==> src/rtl/lfsc_pkg.sv <==
package lfsc_pkg;

    localparam int unsigned CNT_W    = 35;
    localparam int unsigned HDR_WORDS = 6;
    localparam logic [31:0] CRC_POLY = 32'hEDB8_8320;
    localparam logic [31:0] CRC_INIT = 32'hFFFF_FFFF;

    localparam logic [31:0] EXP_VERSION_RST = 32'd1;
    localparam logic [15:0] MAX_DIM_RST     = 16'd16384;
    localparam logic [23:0] MAX_META_RST    = 24'h10_0000;

    typedef enum logic [1:0] {
        REG_EXP_VERSION = 2'd0,
        REG_MAX_DIM     = 2'd1,
        REG_MAX_META    = 2'd2
    } cfg_reg_t;

    typedef enum logic [2:0] {
        PH_MAGIC  = 3'd0,
        PH_HEADER = 3'd1,
        PH_META   = 3'd2,
        PH_MAPS   = 3'd3,
        PH_CRC    = 3'd4,
        PH_DRAIN  = 3'd5
    } phase_t;

    typedef enum logic [2:0] {
        ST_OK        = 3'd0,
        ST_BAD_MAGIC = 3'd1,
        ST_SHORT_HDR = 3'd2,
        ST_BAD_VER   = 3'd3,
        ST_BAD_DIMS  = 3'd4,
        ST_SHORT_META = 3'd5,
        ST_SHORT_MAP = 3'd6,
        ST_CRC_ERR   = 3'd7
    } status_t;

    typedef struct packed {
        logic [31:0] expected_version;
        logic [15:0] max_dimension;
        logic [23:0] max_meta_length;
    } cfg_t;

    typedef struct packed {
        logic        valid;
        status_t     status;
        logic [31:0] table_width;
        logic [31:0] table_height;
        logic [31:0] source_width;
        logic [31:0] source_height;
        logic [31:0] meta_length;
    } verdict_t;

    typedef struct packed {
        logic update;
        logic clear;
    } crc_ctl_t;

    function automatic logic [7:0] magic_byte(input logic [2:0] idx);
        logic [7:0] b;
        case (idx)
            3'd0:    b = 8'h41;
            3'd1:    b = 8'h56;
            3'd2:    b = 8'h4D;
            3'd3:    b = 8'h4C;
            3'd4:    b = 8'h55;
            3'd5:    b = 8'h54;
            3'd6:    b = 8'h30;
            default: b = 8'h31;
        endcase
        return b;
    endfunction

    // reflected crc-32, one byte
    function automatic logic [31:0] crc_byte(input logic [31:0] c_in, input logic [7:0] b);
        logic [31:0] c;
        c = c_in ^ {24'd0, b};
        for (int k = 0; k < 8; k++) begin
            c = c[0] ? (CRC_POLY ^ (c >> 1)) : (c >> 1);
        end
        return c;
    endfunction

endpackage

==> src/rtl/lfsc_crc.sv <==
module lfsc_crc (
    input  logic              aclk,
    input  logic              aresetn,
    input  lfsc_pkg::crc_ctl_t ctl,
    input  logic [7:0]        data_byte,
    output logic [31:0]       crc
);

    logic [31:0] crc_reg;
    logic [31:0] crc_next;

    always_comb begin
        crc_next = crc_reg;
        if (ctl.clear) begin
            crc_next = lfsc_pkg::CRC_INIT;
        end else if (ctl.update) begin
            crc_next = lfsc_pkg::crc_byte(crc_reg, data_byte);
        end
    end

    always_ff @(posedge aclk) begin
        if (!aresetn) begin
            crc_reg <= lfsc_pkg::CRC_INIT;
        end else begin
            crc_reg <= crc_next;
        end
    end

    assign crc = crc_reg;

endmodule

==> src/rtl/lfsc_parse.sv <==
module lfsc_parse (
    input  logic               aclk,
    input  logic               aresetn,
    input  logic               in_fire,
    input  logic [7:0]         data_byte,
    input  logic               last_byte,
    input  lfsc_pkg::cfg_t     cfg,
    input  logic [31:0]        crc,
    output lfsc_pkg::crc_ctl_t crc_ctl,
    output lfsc_pkg::verdict_t verdict
);

    localparam int unsigned CW = lfsc_pkg::CNT_W;

    lfsc_pkg::phase_t phase_reg, phase_next;
    logic [CW-1:0]    cnt_reg, cnt_next;
    logic [31:0]      word_reg, word_next;
    logic [31:0]      hdr_reg  [lfsc_pkg::HDR_WORDS];
    logic [31:0]      hdr_next [lfsc_pkg::HDR_WORDS];
    logic [CW-1:0]    map_need_reg;

    logic [CW-1:0]    cnt_inc;
    logic [31:0]      word_shift;
    logic             give;
    lfsc_pkg::status_t status;
    logic             restart;
    logic             dims_bad;

    assign cnt_inc    = cnt_reg + CW'(1);
    assign word_shift = {data_byte, word_reg[31:8]};

    // the metadata length word completes on the last header byte itself
    assign dims_bad = (hdr_reg[1] == 32'd0) || (hdr_reg[2] == 32'd0) ||
                      (hdr_reg[1] > {16'd0, cfg.max_dimension}) ||
                      (hdr_reg[2] > {16'd0, cfg.max_dimension}) ||
                      (word_shift > {8'd0, cfg.max_meta_length});

    always_comb begin
        phase_next = phase_reg;
        cnt_next   = cnt_reg;
        word_next  = word_reg;
        for (int i = 0; i < lfsc_pkg::HDR_WORDS; i++) begin
            hdr_next[i] = hdr_reg[i];
        end
        give    = 1'b0;
        status  = lfsc_pkg::ST_OK;
        restart = 1'b0;
        crc_ctl = '0;

        if (in_fire) begin
            case (phase_reg)
                lfsc_pkg::PH_MAGIC: begin
                    crc_ctl.update = 1'b1;
                    if (data_byte != lfsc_pkg::magic_byte(cnt_reg[2:0])) begin
                        give   = 1'b1;
                        status = lfsc_pkg::ST_BAD_MAGIC;
                    end else if (cnt_reg[2:0] == 3'd7) begin
                        phase_next = lfsc_pkg::PH_HEADER;
                        cnt_next   = '0;
                        word_next  = '0;
                        if (last_byte) begin
                            give   = 1'b1;
                            status = lfsc_pkg::ST_SHORT_HDR;
                        end
                    end else begin
                        cnt_next = cnt_inc;
                        if (last_byte) begin
                            give   = 1'b1;
                            status = lfsc_pkg::ST_BAD_MAGIC;
                        end
                    end
                end
                lfsc_pkg::PH_HEADER: begin
                    crc_ctl.update = 1'b1;
                    word_next = word_shift;
                    cnt_next  = cnt_inc;
                    if (cnt_reg[1:0] == 2'd3) begin
                        for (int i = 0; i < lfsc_pkg::HDR_WORDS; i++) begin
                            if (cnt_reg[4:2] == 3'(i)) begin
                                hdr_next[i] = word_shift;
                            end
                        end
                        word_next = '0;
                    end
                    if (cnt_reg[4:0] == 5'd23) begin
                        cnt_next = '0;
                        if (hdr_reg[0] != cfg.expected_version) begin
                            give   = 1'b1;
                            status = lfsc_pkg::ST_BAD_VER;
                        end else if (dims_bad) begin
                            give   = 1'b1;
                            status = lfsc_pkg::ST_BAD_DIMS;
                        end else if (word_shift == 32'd0) begin
                            phase_next = lfsc_pkg::PH_MAPS;
                            give       = last_byte;
                            status     = lfsc_pkg::ST_SHORT_MAP;
                        end else begin
                            phase_next = lfsc_pkg::PH_META;
                            give       = last_byte;
                            status     = lfsc_pkg::ST_SHORT_META;
                        end
                    end else if (last_byte) begin
                        give   = 1'b1;
                        status = lfsc_pkg::ST_SHORT_HDR;
                    end
                end
                lfsc_pkg::PH_META: begin
                    crc_ctl.update = 1'b1;
                    cnt_next = cnt_inc;
                    if (cnt_inc >= {3'd0, hdr_reg[5]}) begin
                        phase_next = lfsc_pkg::PH_MAPS;
                        cnt_next   = '0;
                        give       = last_byte;
                        status     = lfsc_pkg::ST_SHORT_MAP;
                    end else begin
                        give   = last_byte;
                        status = lfsc_pkg::ST_SHORT_META;
                    end
                end
                lfsc_pkg::PH_MAPS: begin
                    crc_ctl.update = 1'b1;
                    cnt_next = cnt_inc;
                    if (cnt_inc >= map_need_reg) begin
                        phase_next = lfsc_pkg::PH_CRC;
                        cnt_next   = '0;
                        word_next  = '0;
                        give       = last_byte;
                        status     = lfsc_pkg::ST_CRC_ERR;
                    end else begin
                        give   = last_byte;
                        status = lfsc_pkg::ST_SHORT_MAP;
                    end
                end
                lfsc_pkg::PH_CRC: begin
                    word_next = word_shift;
                    cnt_next  = cnt_inc;
                    if (cnt_reg[1:0] == 2'd3) begin
                        give   = 1'b1;
                        status = (word_shift == ~crc) ? lfsc_pkg::ST_OK
                                                      : lfsc_pkg::ST_CRC_ERR;
                    end else begin
                        give   = last_byte;
                        status = lfsc_pkg::ST_CRC_ERR;
                    end
                end
                default: begin
                    restart = last_byte;
                end
            endcase

            if (give) begin
                if (last_byte) begin
                    restart = 1'b1;
                end else begin
                    phase_next = lfsc_pkg::PH_DRAIN;
                end
            end
        end

        // fields show the header as it stands after this byte
        verdict.valid         = give;
        verdict.status        = status;
        verdict.table_width   = hdr_next[1];
        verdict.table_height  = hdr_next[2];
        verdict.source_width  = hdr_next[3];
        verdict.source_height = hdr_next[4];
        verdict.meta_length   = hdr_next[5];

        if (restart) begin
            phase_next = lfsc_pkg::PH_MAGIC;
            cnt_next   = '0;
            word_next  = '0;
            for (int i = 0; i < lfsc_pkg::HDR_WORDS; i++) begin
                hdr_next[i] = '0;
            end
            crc_ctl.clear = 1'b1;
        end
    end

    always_ff @(posedge aclk) begin
        if (!aresetn) begin
            phase_reg <= lfsc_pkg::PH_MAGIC;
            cnt_reg   <= '0;
            word_reg  <= '0;
            for (int i = 0; i < lfsc_pkg::HDR_WORDS; i++) begin
                hdr_reg[i] <= '0;
            end
        end else begin
            phase_reg <= phase_next;
            cnt_reg   <= cnt_next;
            word_reg  <= word_next;
            for (int i = 0; i < lfsc_pkg::HDR_WORDS; i++) begin
                hdr_reg[i] <= hdr_next[i];
            end
        end
    end

    // map size follows the stored width and height while the header is read;
    // only the low halves matter once the dimension check has passed
    always_ff @(posedge aclk) begin
        if (phase_reg == lfsc_pkg::PH_HEADER) begin
            map_need_reg <= {32'(hdr_reg[1][15:0]) * 32'(hdr_reg[2][15:0]), 3'b000};
        end
    end

endmodule

==> src/rtl/lut_file_stream_checker_top.sv <==
// channel   ports                          direction  payload
// request   s_valid/s_ready                in         s_data_byte, s_last_byte
// verdict   m_valid/m_ready                out        m_status, m_table_width, m_table_height,
//                                                     m_source_width, m_source_height,
//                                                     m_meta_length
// config    cfg_wr_en/cfg_index/cfg_wdata  in         32-bit register write
//
// one byte per cycle while s_ready is high; m_valid rises the cycle after the deciding byte
// the map size product is registered during the header, so the byte loop is
// one crc update plus one 35-bit count compare
// s_ready drops only while a verdict is held in the output register and m_ready is low
// aresetn (synchronous) restores register defaults and restarts at the magic

module lut_file_stream_checker_top (
    input  logic        aclk,
    input  logic        aresetn,
    input  logic        s_valid,
    output logic        s_ready,
    input  logic [7:0]  s_data_byte,
    input  logic        s_last_byte,
    output logic        m_valid,
    input  logic        m_ready,
    output logic [2:0]  m_status,
    output logic [31:0] m_table_width,
    output logic [31:0] m_table_height,
    output logic [31:0] m_source_width,
    output logic [31:0] m_source_height,
    output logic [31:0] m_meta_length,
    input  logic        cfg_wr_en,
    input  logic [1:0]  cfg_index,
    input  logic [31:0] cfg_wdata
);

    lfsc_pkg::cfg_t     cfg_reg, cfg_next;
    lfsc_pkg::verdict_t verdict;
    lfsc_pkg::verdict_t out_reg, out_next;
    lfsc_pkg::crc_ctl_t crc_ctl;
    logic [31:0]        crc;
    logic               in_fire;

    assign s_ready = !out_reg.valid || m_ready;
    assign in_fire = s_valid && s_ready;

    always_comb begin
        cfg_next = cfg_reg;
        if (cfg_wr_en) begin
            case (cfg_index)
                lfsc_pkg::REG_EXP_VERSION: cfg_next.expected_version = cfg_wdata;
                lfsc_pkg::REG_MAX_DIM:     cfg_next.max_dimension    = cfg_wdata[15:0];
                lfsc_pkg::REG_MAX_META:    cfg_next.max_meta_length  = cfg_wdata[23:0];
                default: ;
            endcase
        end
    end

    always_comb begin
        out_next = out_reg;
        if (verdict.valid) begin
            out_next = verdict;
        end else if (m_ready) begin
            out_next.valid = 1'b0;
        end
    end

    always_ff @(posedge aclk) begin
        if (!aresetn) begin
            cfg_reg.expected_version <= lfsc_pkg::EXP_VERSION_RST;
            cfg_reg.max_dimension    <= lfsc_pkg::MAX_DIM_RST;
            cfg_reg.max_meta_length  <= lfsc_pkg::MAX_META_RST;
            out_reg.valid            <= 1'b0;
        end else begin
            cfg_reg       <= cfg_next;
            out_reg.valid <= out_next.valid;
        end
        out_reg.status        <= out_next.status;
        out_reg.table_width   <= out_next.table_width;
        out_reg.table_height  <= out_next.table_height;
        out_reg.source_width  <= out_next.source_width;
        out_reg.source_height <= out_next.source_height;
        out_reg.meta_length   <= out_next.meta_length;
    end

    lfsc_crc u_crc (
        .aclk      (aclk),
        .aresetn   (aresetn),
        .ctl       (crc_ctl),
        .data_byte (s_data_byte),
        .crc       (crc)
    );

    lfsc_parse u_parse (
        .aclk      (aclk),
        .aresetn   (aresetn),
        .in_fire   (in_fire),
        .data_byte (s_data_byte),
        .last_byte (s_last_byte),
        .cfg       (cfg_reg),
        .crc       (crc),
        .crc_ctl   (crc_ctl),
        .verdict   (verdict)
    );

    assign m_valid         = out_reg.valid;
    assign m_status        = out_reg.status;
    assign m_table_width   = out_reg.table_width;
    assign m_table_height  = out_reg.table_height;
    assign m_source_width  = out_reg.source_width;
    assign m_source_height = out_reg.source_height;
    assign m_meta_length   = out_reg.meta_length;

endmodule
==> config.mk <==
export PLATFORM = sky130hd
export DESIGN_NAME = lut_file_stream_checker_top
export DESIGN_NICKNAME = d
export VERILOG_FILES = /design/src/rtl/lfsc_pkg.sv /design/src/rtl/lfsc_crc.sv /design/src/rtl/lfsc_parse.sv /design/src/rtl/lut_file_stream_checker_top.sv
export SDC_FILE = /design/constraint.sdc
export NUM_CORES = 2
export LEC_CHECK = 0
export CAP_MARGIN = 10
export CELL_PAD_IN_SITES_DETAIL_PLACEMENT = 2
export CELL_PAD_IN_SITES_GLOBAL_PLACEMENT = 2
export CORE_MARGIN = 2
export CORE_UTILIZATION = 46
export DETAILED_ROUTE_END_ITERATION = 8
export DONT_BUFFER_PORTS = 1
export PLACE_DENSITY = 0.95
export SYNTH_ARGS = -nofsm -noshare
export SYNTH_HDL_FRONTEND = slang
export SYNTH_SLANG_ARGS = --single-unit
==> constraint.sdc <==
create_clock -name aclk -period 22.9 [get_ports aclk]
set_clock_uncertainty 0.15 [all_clocks]
set_input_delay 1.145 -clock aclk [delete_from_list [all_inputs] [get_ports aclk]]
set_output_delay 1.145 -clock aclk [all_outputs]
set_load 0.01 [all_outputs]
# Word-level counts from Yosys, hierarchy flattened
# Memories as Yosys holds them, arrays and structs flattened.
# Index checks and enable logic that the tools add are counted.
[totals]
reg_bits = 370
ramBits = 192
in_bits = 48
out_inout_bits = 165
wordCells = 175
mem_count = 1
[classes]
add_sub_neg = 1
multipliers = 1
order_cmp = 5
n_eq_ne = 26
muxes = 82
n_bitwise = 17
reduce_logical = 27
[mem_list]
columns = ["memory", "words", "width", "read_ports", "rd_ports_with_merged_regs", "write_ports", "line", "rtl"]
rows = [
  ["u_parse.hdr_reg", 6, 32, 6, 0, 6, "lfsc_parse.sv:18", "logic [31:0] hdr_reg [lfsc_pkg::HDR_WORDS];"],
]
[ops]
columns = ["cell", "n"]
rows = [
  ["192-bit two-way mux", 4],
  ["32-bit two-way mux", 24],
  ["35-bit two-way mux", 5],
  ["35-bit one-hot mux with 5 select lines", 1],
  ["32-bit one-hot mux with 4 select lines", 1],
  ["13-bit NOT with 14-bit output", 8],
  ["32-bit zero test", 3],
  ["32-bit by 16-bit > comparator with 1-bit output", 2],
  ["7-bit one-hot mux with 7 select lines", 1],
  ["3-bit two-way mux", 16],
  ["35-bit by 1-bit adder with 35-bit output (second input constant)", 1],
  ["35-bit by 32-bit greater-or-equal comparator with 1-bit output", 1],
  ["35-bit greater-or-equal comparator", 1],
  ["32-bit == test", 1],
  ["32-bit by 24-bit > comparator with 1-bit output", 1],
  ["16-bit by 16-bit multiplier with 32-bit output", 1],
  ["32-bit != test", 1],
  ["32-bit NOT", 1],
  ["32-bit by 8-bit bitwise XOR with 32-bit output", 1],
  ["1-bit two-way mux", 22],
  ["3-bit == test (second input constant)", 7],
  ["3-bit by 2-bit == test with 1-bit output (second input constant)", 6],
  ["8-bit two-way mux", 2],
  ["3-bit one-hot mux with 5 select lines", 1],
  ["other kinds (26)", 47],
]

# Depth between registers and ports, before layout
[logic_depth]
depth_word = 17
ltp_mapped = 24
mapped_depth_nobuf = 23

# Modules after synthesis
# From an unflattened synthesis, not the netlist that was laid out.
[unflattened]
cells_unflattened = 3310
area_unflattened_um2 = 33681.1
[modules_own_cells]
columns = ["module", "instances", "cells_each", "area_per_inst_um2", "seq_area_each_um2"]
rows = [
  ["lfsc_parse", 1, 2664, 24051.8, 6045.8],
  ["lut_file_stream_checker_top", 1, 444, 7718.7, 6356.1],
  ["lfsc_crc", 1, 202, 1910.6, 640.6],
]

# Worst setup path before layout
# OpenSTA, ideal clock, no wires.
[synth_path]
path_kind = "input to register"
start = "input s_data_byte[7]"
end = "register out_reg, in the netlist m_meta_length[0] (enable)"
setup_time_ns = 0.785
arrival_time_ns = 11.367
required_time_ns = 21.965
slack_ns = 10.598
path_stages = 8
path_buffers = 1
path_cell_list = "clkbuf_1 > nor4_1 > nand2_1 > nor4_1 > mux2i_1 > o21a_1 > o31ai_1 > a31oi_1"
[synth_between]
elab_chain_cells = 8
word_cells_on_any_way = 10
classes_between = "order compare (1); eq/ne (1); mux (7); reduce/logical (1)"
[synth_lines]
columns = ["item", "line", "rtl"]
rows = [
  ["start: declaration", "lut_file_stream_checker_top.sv:19", "input logic [7:0] s_data_byte,"],
  ["32-bit by 24-bit > comparator with 1-bit output", "lfsc_parse.sv:36", "(word_shift > {8'd0, cfg.max_meta_length});"],
  ["1-bit logical OR", "lfsc_parse.sv:35", "(hdr_reg[2] > {16'd0, cfg.max_dimension}) ||"],
  ["1-bit two-way mux", "lfsc_parse.sv:90", "end else if (dims_bad) begin"],
  ["1-bit two-way mux", "lfsc_parse.sv:87", "if (hdr_reg[0] != cfg.expected_version) begin"],
  ["1-bit two-way mux", "lfsc_parse.sv:85", "if (cnt_reg[4:0] == 5'd23) begin"],
  ["1-bit one-hot mux with 4 select lines (*)", "lfsc_parse.sv:51", "case (phase_reg)"],
  ["1-bit two-way mux (*) (2 in a row)", "lfsc_parse.sv:50", "if (in_fire) begin"],
  ["via u_parse.give", "lfsc_parse.sv:24", "logic give;"],
  ["end: declaration", "lut_file_stream_checker_top.sv:36", "lfsc_pkg::verdict_t out_reg, out_next;"],
]
# The timed path passes the listed nets; every way through them passes the cells marked *. The select of a mux whose other input is x is not followed.
# A chain may end at the register's enable or synchronous reset.

==> results_dict.tcl <==
set metrics [dict create \
    cts_inserted_buffers 59 \
    cts_htree_levels 2 \
    crit_fanout 19 \
    portBuffers 0 \
    routedWlPerCell_um 36.6 \
    ios 213 \
    clkTransAtPathRegs_ps 80 \
    finalCriticalPeriod_ps 8320 \
    cts_hold_buffers 0 \
    worst-endpoint-required_ps 23170 \
    grt_pass1_vias 31100 \
    fin_crit_sh_pct 36.3 \
    via_per_inst 6.45 \
    yosysWarnings 0 \
    coreArea_um2 71500 \
    first_iter_violations 2649 \
    async_flop_share_pct 0 \
    nFillCells 7102 \
    cts_resized 0 \
    routed_wl_um 155000 \
    drv_slew 0 \
    clock_latency_ps 680 \
    cp-start-kind "flip-flop" \
    drv_cap 0 \
    multi_input_comb_area_um2 18300 \
    largest_reg_flops 192 \
    syn_inst 3295 \
    max_freq_mhz 120 \
    pre_cts_slack_ps 15370 \
    ys_ff_latch 554 \
    ys_seq_area_share_pct 39.2 \
    netlist_area_um2 33200 \
    crit_type "reg2reg" \
    worst_pin_slew_ps 1330 \
    die_h_um 273 \
    drc_errors 0 \
    synth_edf_count 195 \
    vdd_ir_drop_max_v 0.0000624 \
    gr-usage-all-layers_pct 40.8 \
    finalWorstSetupSlack_ps 14580 \
    post_cts_buffers 0 \
    clock_path_buffers 3 \
    p_per_area_nw_per_um2 67.4 \
    final_nets 3693 \
    setup_viol 0 \
    start_util_pct 46.5 \
    regArea_um2 13000 \
    routabilityCongestion 0.898 \
    finalSetupTns_ps 0 \
    min_path_type "reg2reg" \
    dominantRegCellSynth "dfxtp_1" \
    leakage_nw 15.5 \
    place_hpwl_um 93000 \
    firstDrtPassIters 6 \
    cts_sinks 554 \
    synth_cell_type_count 68 \
    hold_viol 0 \
    grt_max_degree 118 \
    die_area_um2 74400 \
    antenna_found_initial 13 \
    grt_pass1_wl_um 222000 \
    vias 27200 \
    ant_nets 0 \
    final_core_util_pct 50.9 \
    clock-root-buffer "clkbuf_16" \
    cp.arrival_ps 8590 \
    syn_avg_cell_area_um2 10.1 \
    status "finished, final reports clean" \
    endpoint_kind "flip-flop" \
    area_delta_synth_final_pct 9.40 \
    rsz0062_at_grt "no" \
    drive_gt1_share_pct 10.4 \
    fin_area_um2 36400 \
    syn-num-nets 3766 \
    chipWidth_um 273 \
    power_mw 2.45 \
    gr-total-overflow 0 \
    relSlewSlack_pct 11.2 \
    cts_tree "built" \
    num_rows 98 \
    dpl_cell_area_um2 34100 \
]
-- area by class of cell --
class                   instances  area share (%)
diodes                          2          0.0138
clock buffers                  73            4.43
clock inverters                39            1.61
inverters                     330            3.41
multi-input cells            2222            50.2
flip-flops and latches        554            35.9
well taps                     950            3.27
repair buffers                 55            1.20
-- metrics by stage --
step | std cells | hold WS (ps)
finish | 4225 | 332
global placement | 4108 | 302
floorplan | 3295 | 293
CTS | 4220 | 335
detailed placement | 4108 | 315
global route | 4223 | 356
-- power breakdown --
group | leakage (nW) | internal (mW) | switching (mW) | total [mW]
clock | 1.05 | 0.641 | 0.482 | 1.12
sequential | 4.89 | 1.06 | 0.0437 | 1.10
combinational | 9.54 | 0.0715 | 0.154 | 0.225
total | 15.5 | 1.77 | 0.679 | 2.45
-- per-layer routing --
| layer | share of wire (%) | global-route usage (%) | vias to the layer above |
|---|---|---|---|
| met1 | 34 | 42.9 | 13900 |
| met2 | 49 | 70.1 | 1748 |
| met4 | 9.1 | 31.8 | 12 |
| li1 | - | - | 10800 |
| met5 | 0.047 | 0 | - |
| met3 | 8.1 | 10.1 | 821 |
-- synthesized netlist by cell type, types with 8 or more instances --
cell type    n  share of area (%)
nor2_1      45               0.51
nand3_1     53               0.80
nand4_1     48               0.90
o211ai_1    39               0.88
mux2_2     156                5.3
a32o_1      24               0.72
buf_2       12               0.18
or3_1       10               0.19
a21o_1      56                1.3
fa_1       194                 12
o21bai_1     8               0.18
a21oi_1     94                1.4
o21ai_0     40               0.60
a21boi_0    73                1.6
o21a_1      10               0.23
o21ai_1     22               0.33
nor2b_1     12               0.23
nand2_1    483                5.5
and2_1     272                5.1
a211o_1     12               0.32
xor2_1      61                1.6
inv_1      330                3.7
edfxtp_1   195                 18
xnor2_1    131                3.5
clkbuf_1   166                1.9
dfxtp_1    359                 22
nor3_1      20               0.30
nor4_1      36               0.68
ha_1       229                8.6
-- final timing paths --
path                                    to  depth (start not counted)  slack (ps)              startpoint
hold reg to reg     u_parse.hdr_reg[0][15]                          2         330  u_parse.hdr_reg[0][15]
setup / recovery  u_parse.map_need_reg[34]                         22       14580  u_parse.hdr_reg[0][36]
setup reg to reg  u_parse.map_need_reg[34]                         22       14580  u_parse.hdr_reg[0][36]
hold / removal      u_parse.hdr_reg[0][15]                          2         330  u_parse.hdr_reg[0][15]
-- cell usage in the layout (no fill, tap or decap), types with 40 or more instances in the layout --
cell         n
nand2_1    482
dfxtp_1    359
inv_1      330
and2_1     271
ha_1       229
edfxtp_1   195
fa_1       194
mux2_2     156
xnor2_1    131
a21oi_1     94
a21boi_0    73
xor2_1      61
clkbuf_16   60
a21o_1      56
nand3_1     53
buf_4       53
nand4_1     48
nor2_1      42
o21ai_0     40
-- critical path, stage by stage, from the launching register on --
cell and delay [ps]:
dfxtp_1 900, nand2_1 450, fa_1 790, inv_1 90
ha_1 340, ha_1 360, inv_1 70, fa_1 530
inv_1 60, fa_1 480, inv_1 60, fa_1 520
inv_1 60, ha_1 370, a41oi_1 220, o21ai_0 220
a2111oi_0 590, o21bai_1 260, o221ai_1 530, o221ai_1 390
a211o_1 340, a21oi_1 170, xnor2_1 90
-- kinds of logic after synthesis --
| kind of cell | share of synthesized area [%] |
|---|---|
| AOI/OAI and AO/OA | 8.75 |
| xor gates and xnor gates | 5.06 |
| adders and majority gates | 20.3 |
| buffers and inverters | 6.01 |
| muxes | 5.37 |
| and+or+nand+nor | 15.3 |
| DFF | 39.2 |
No activity file was read; power rests on OpenSTA's default activity.
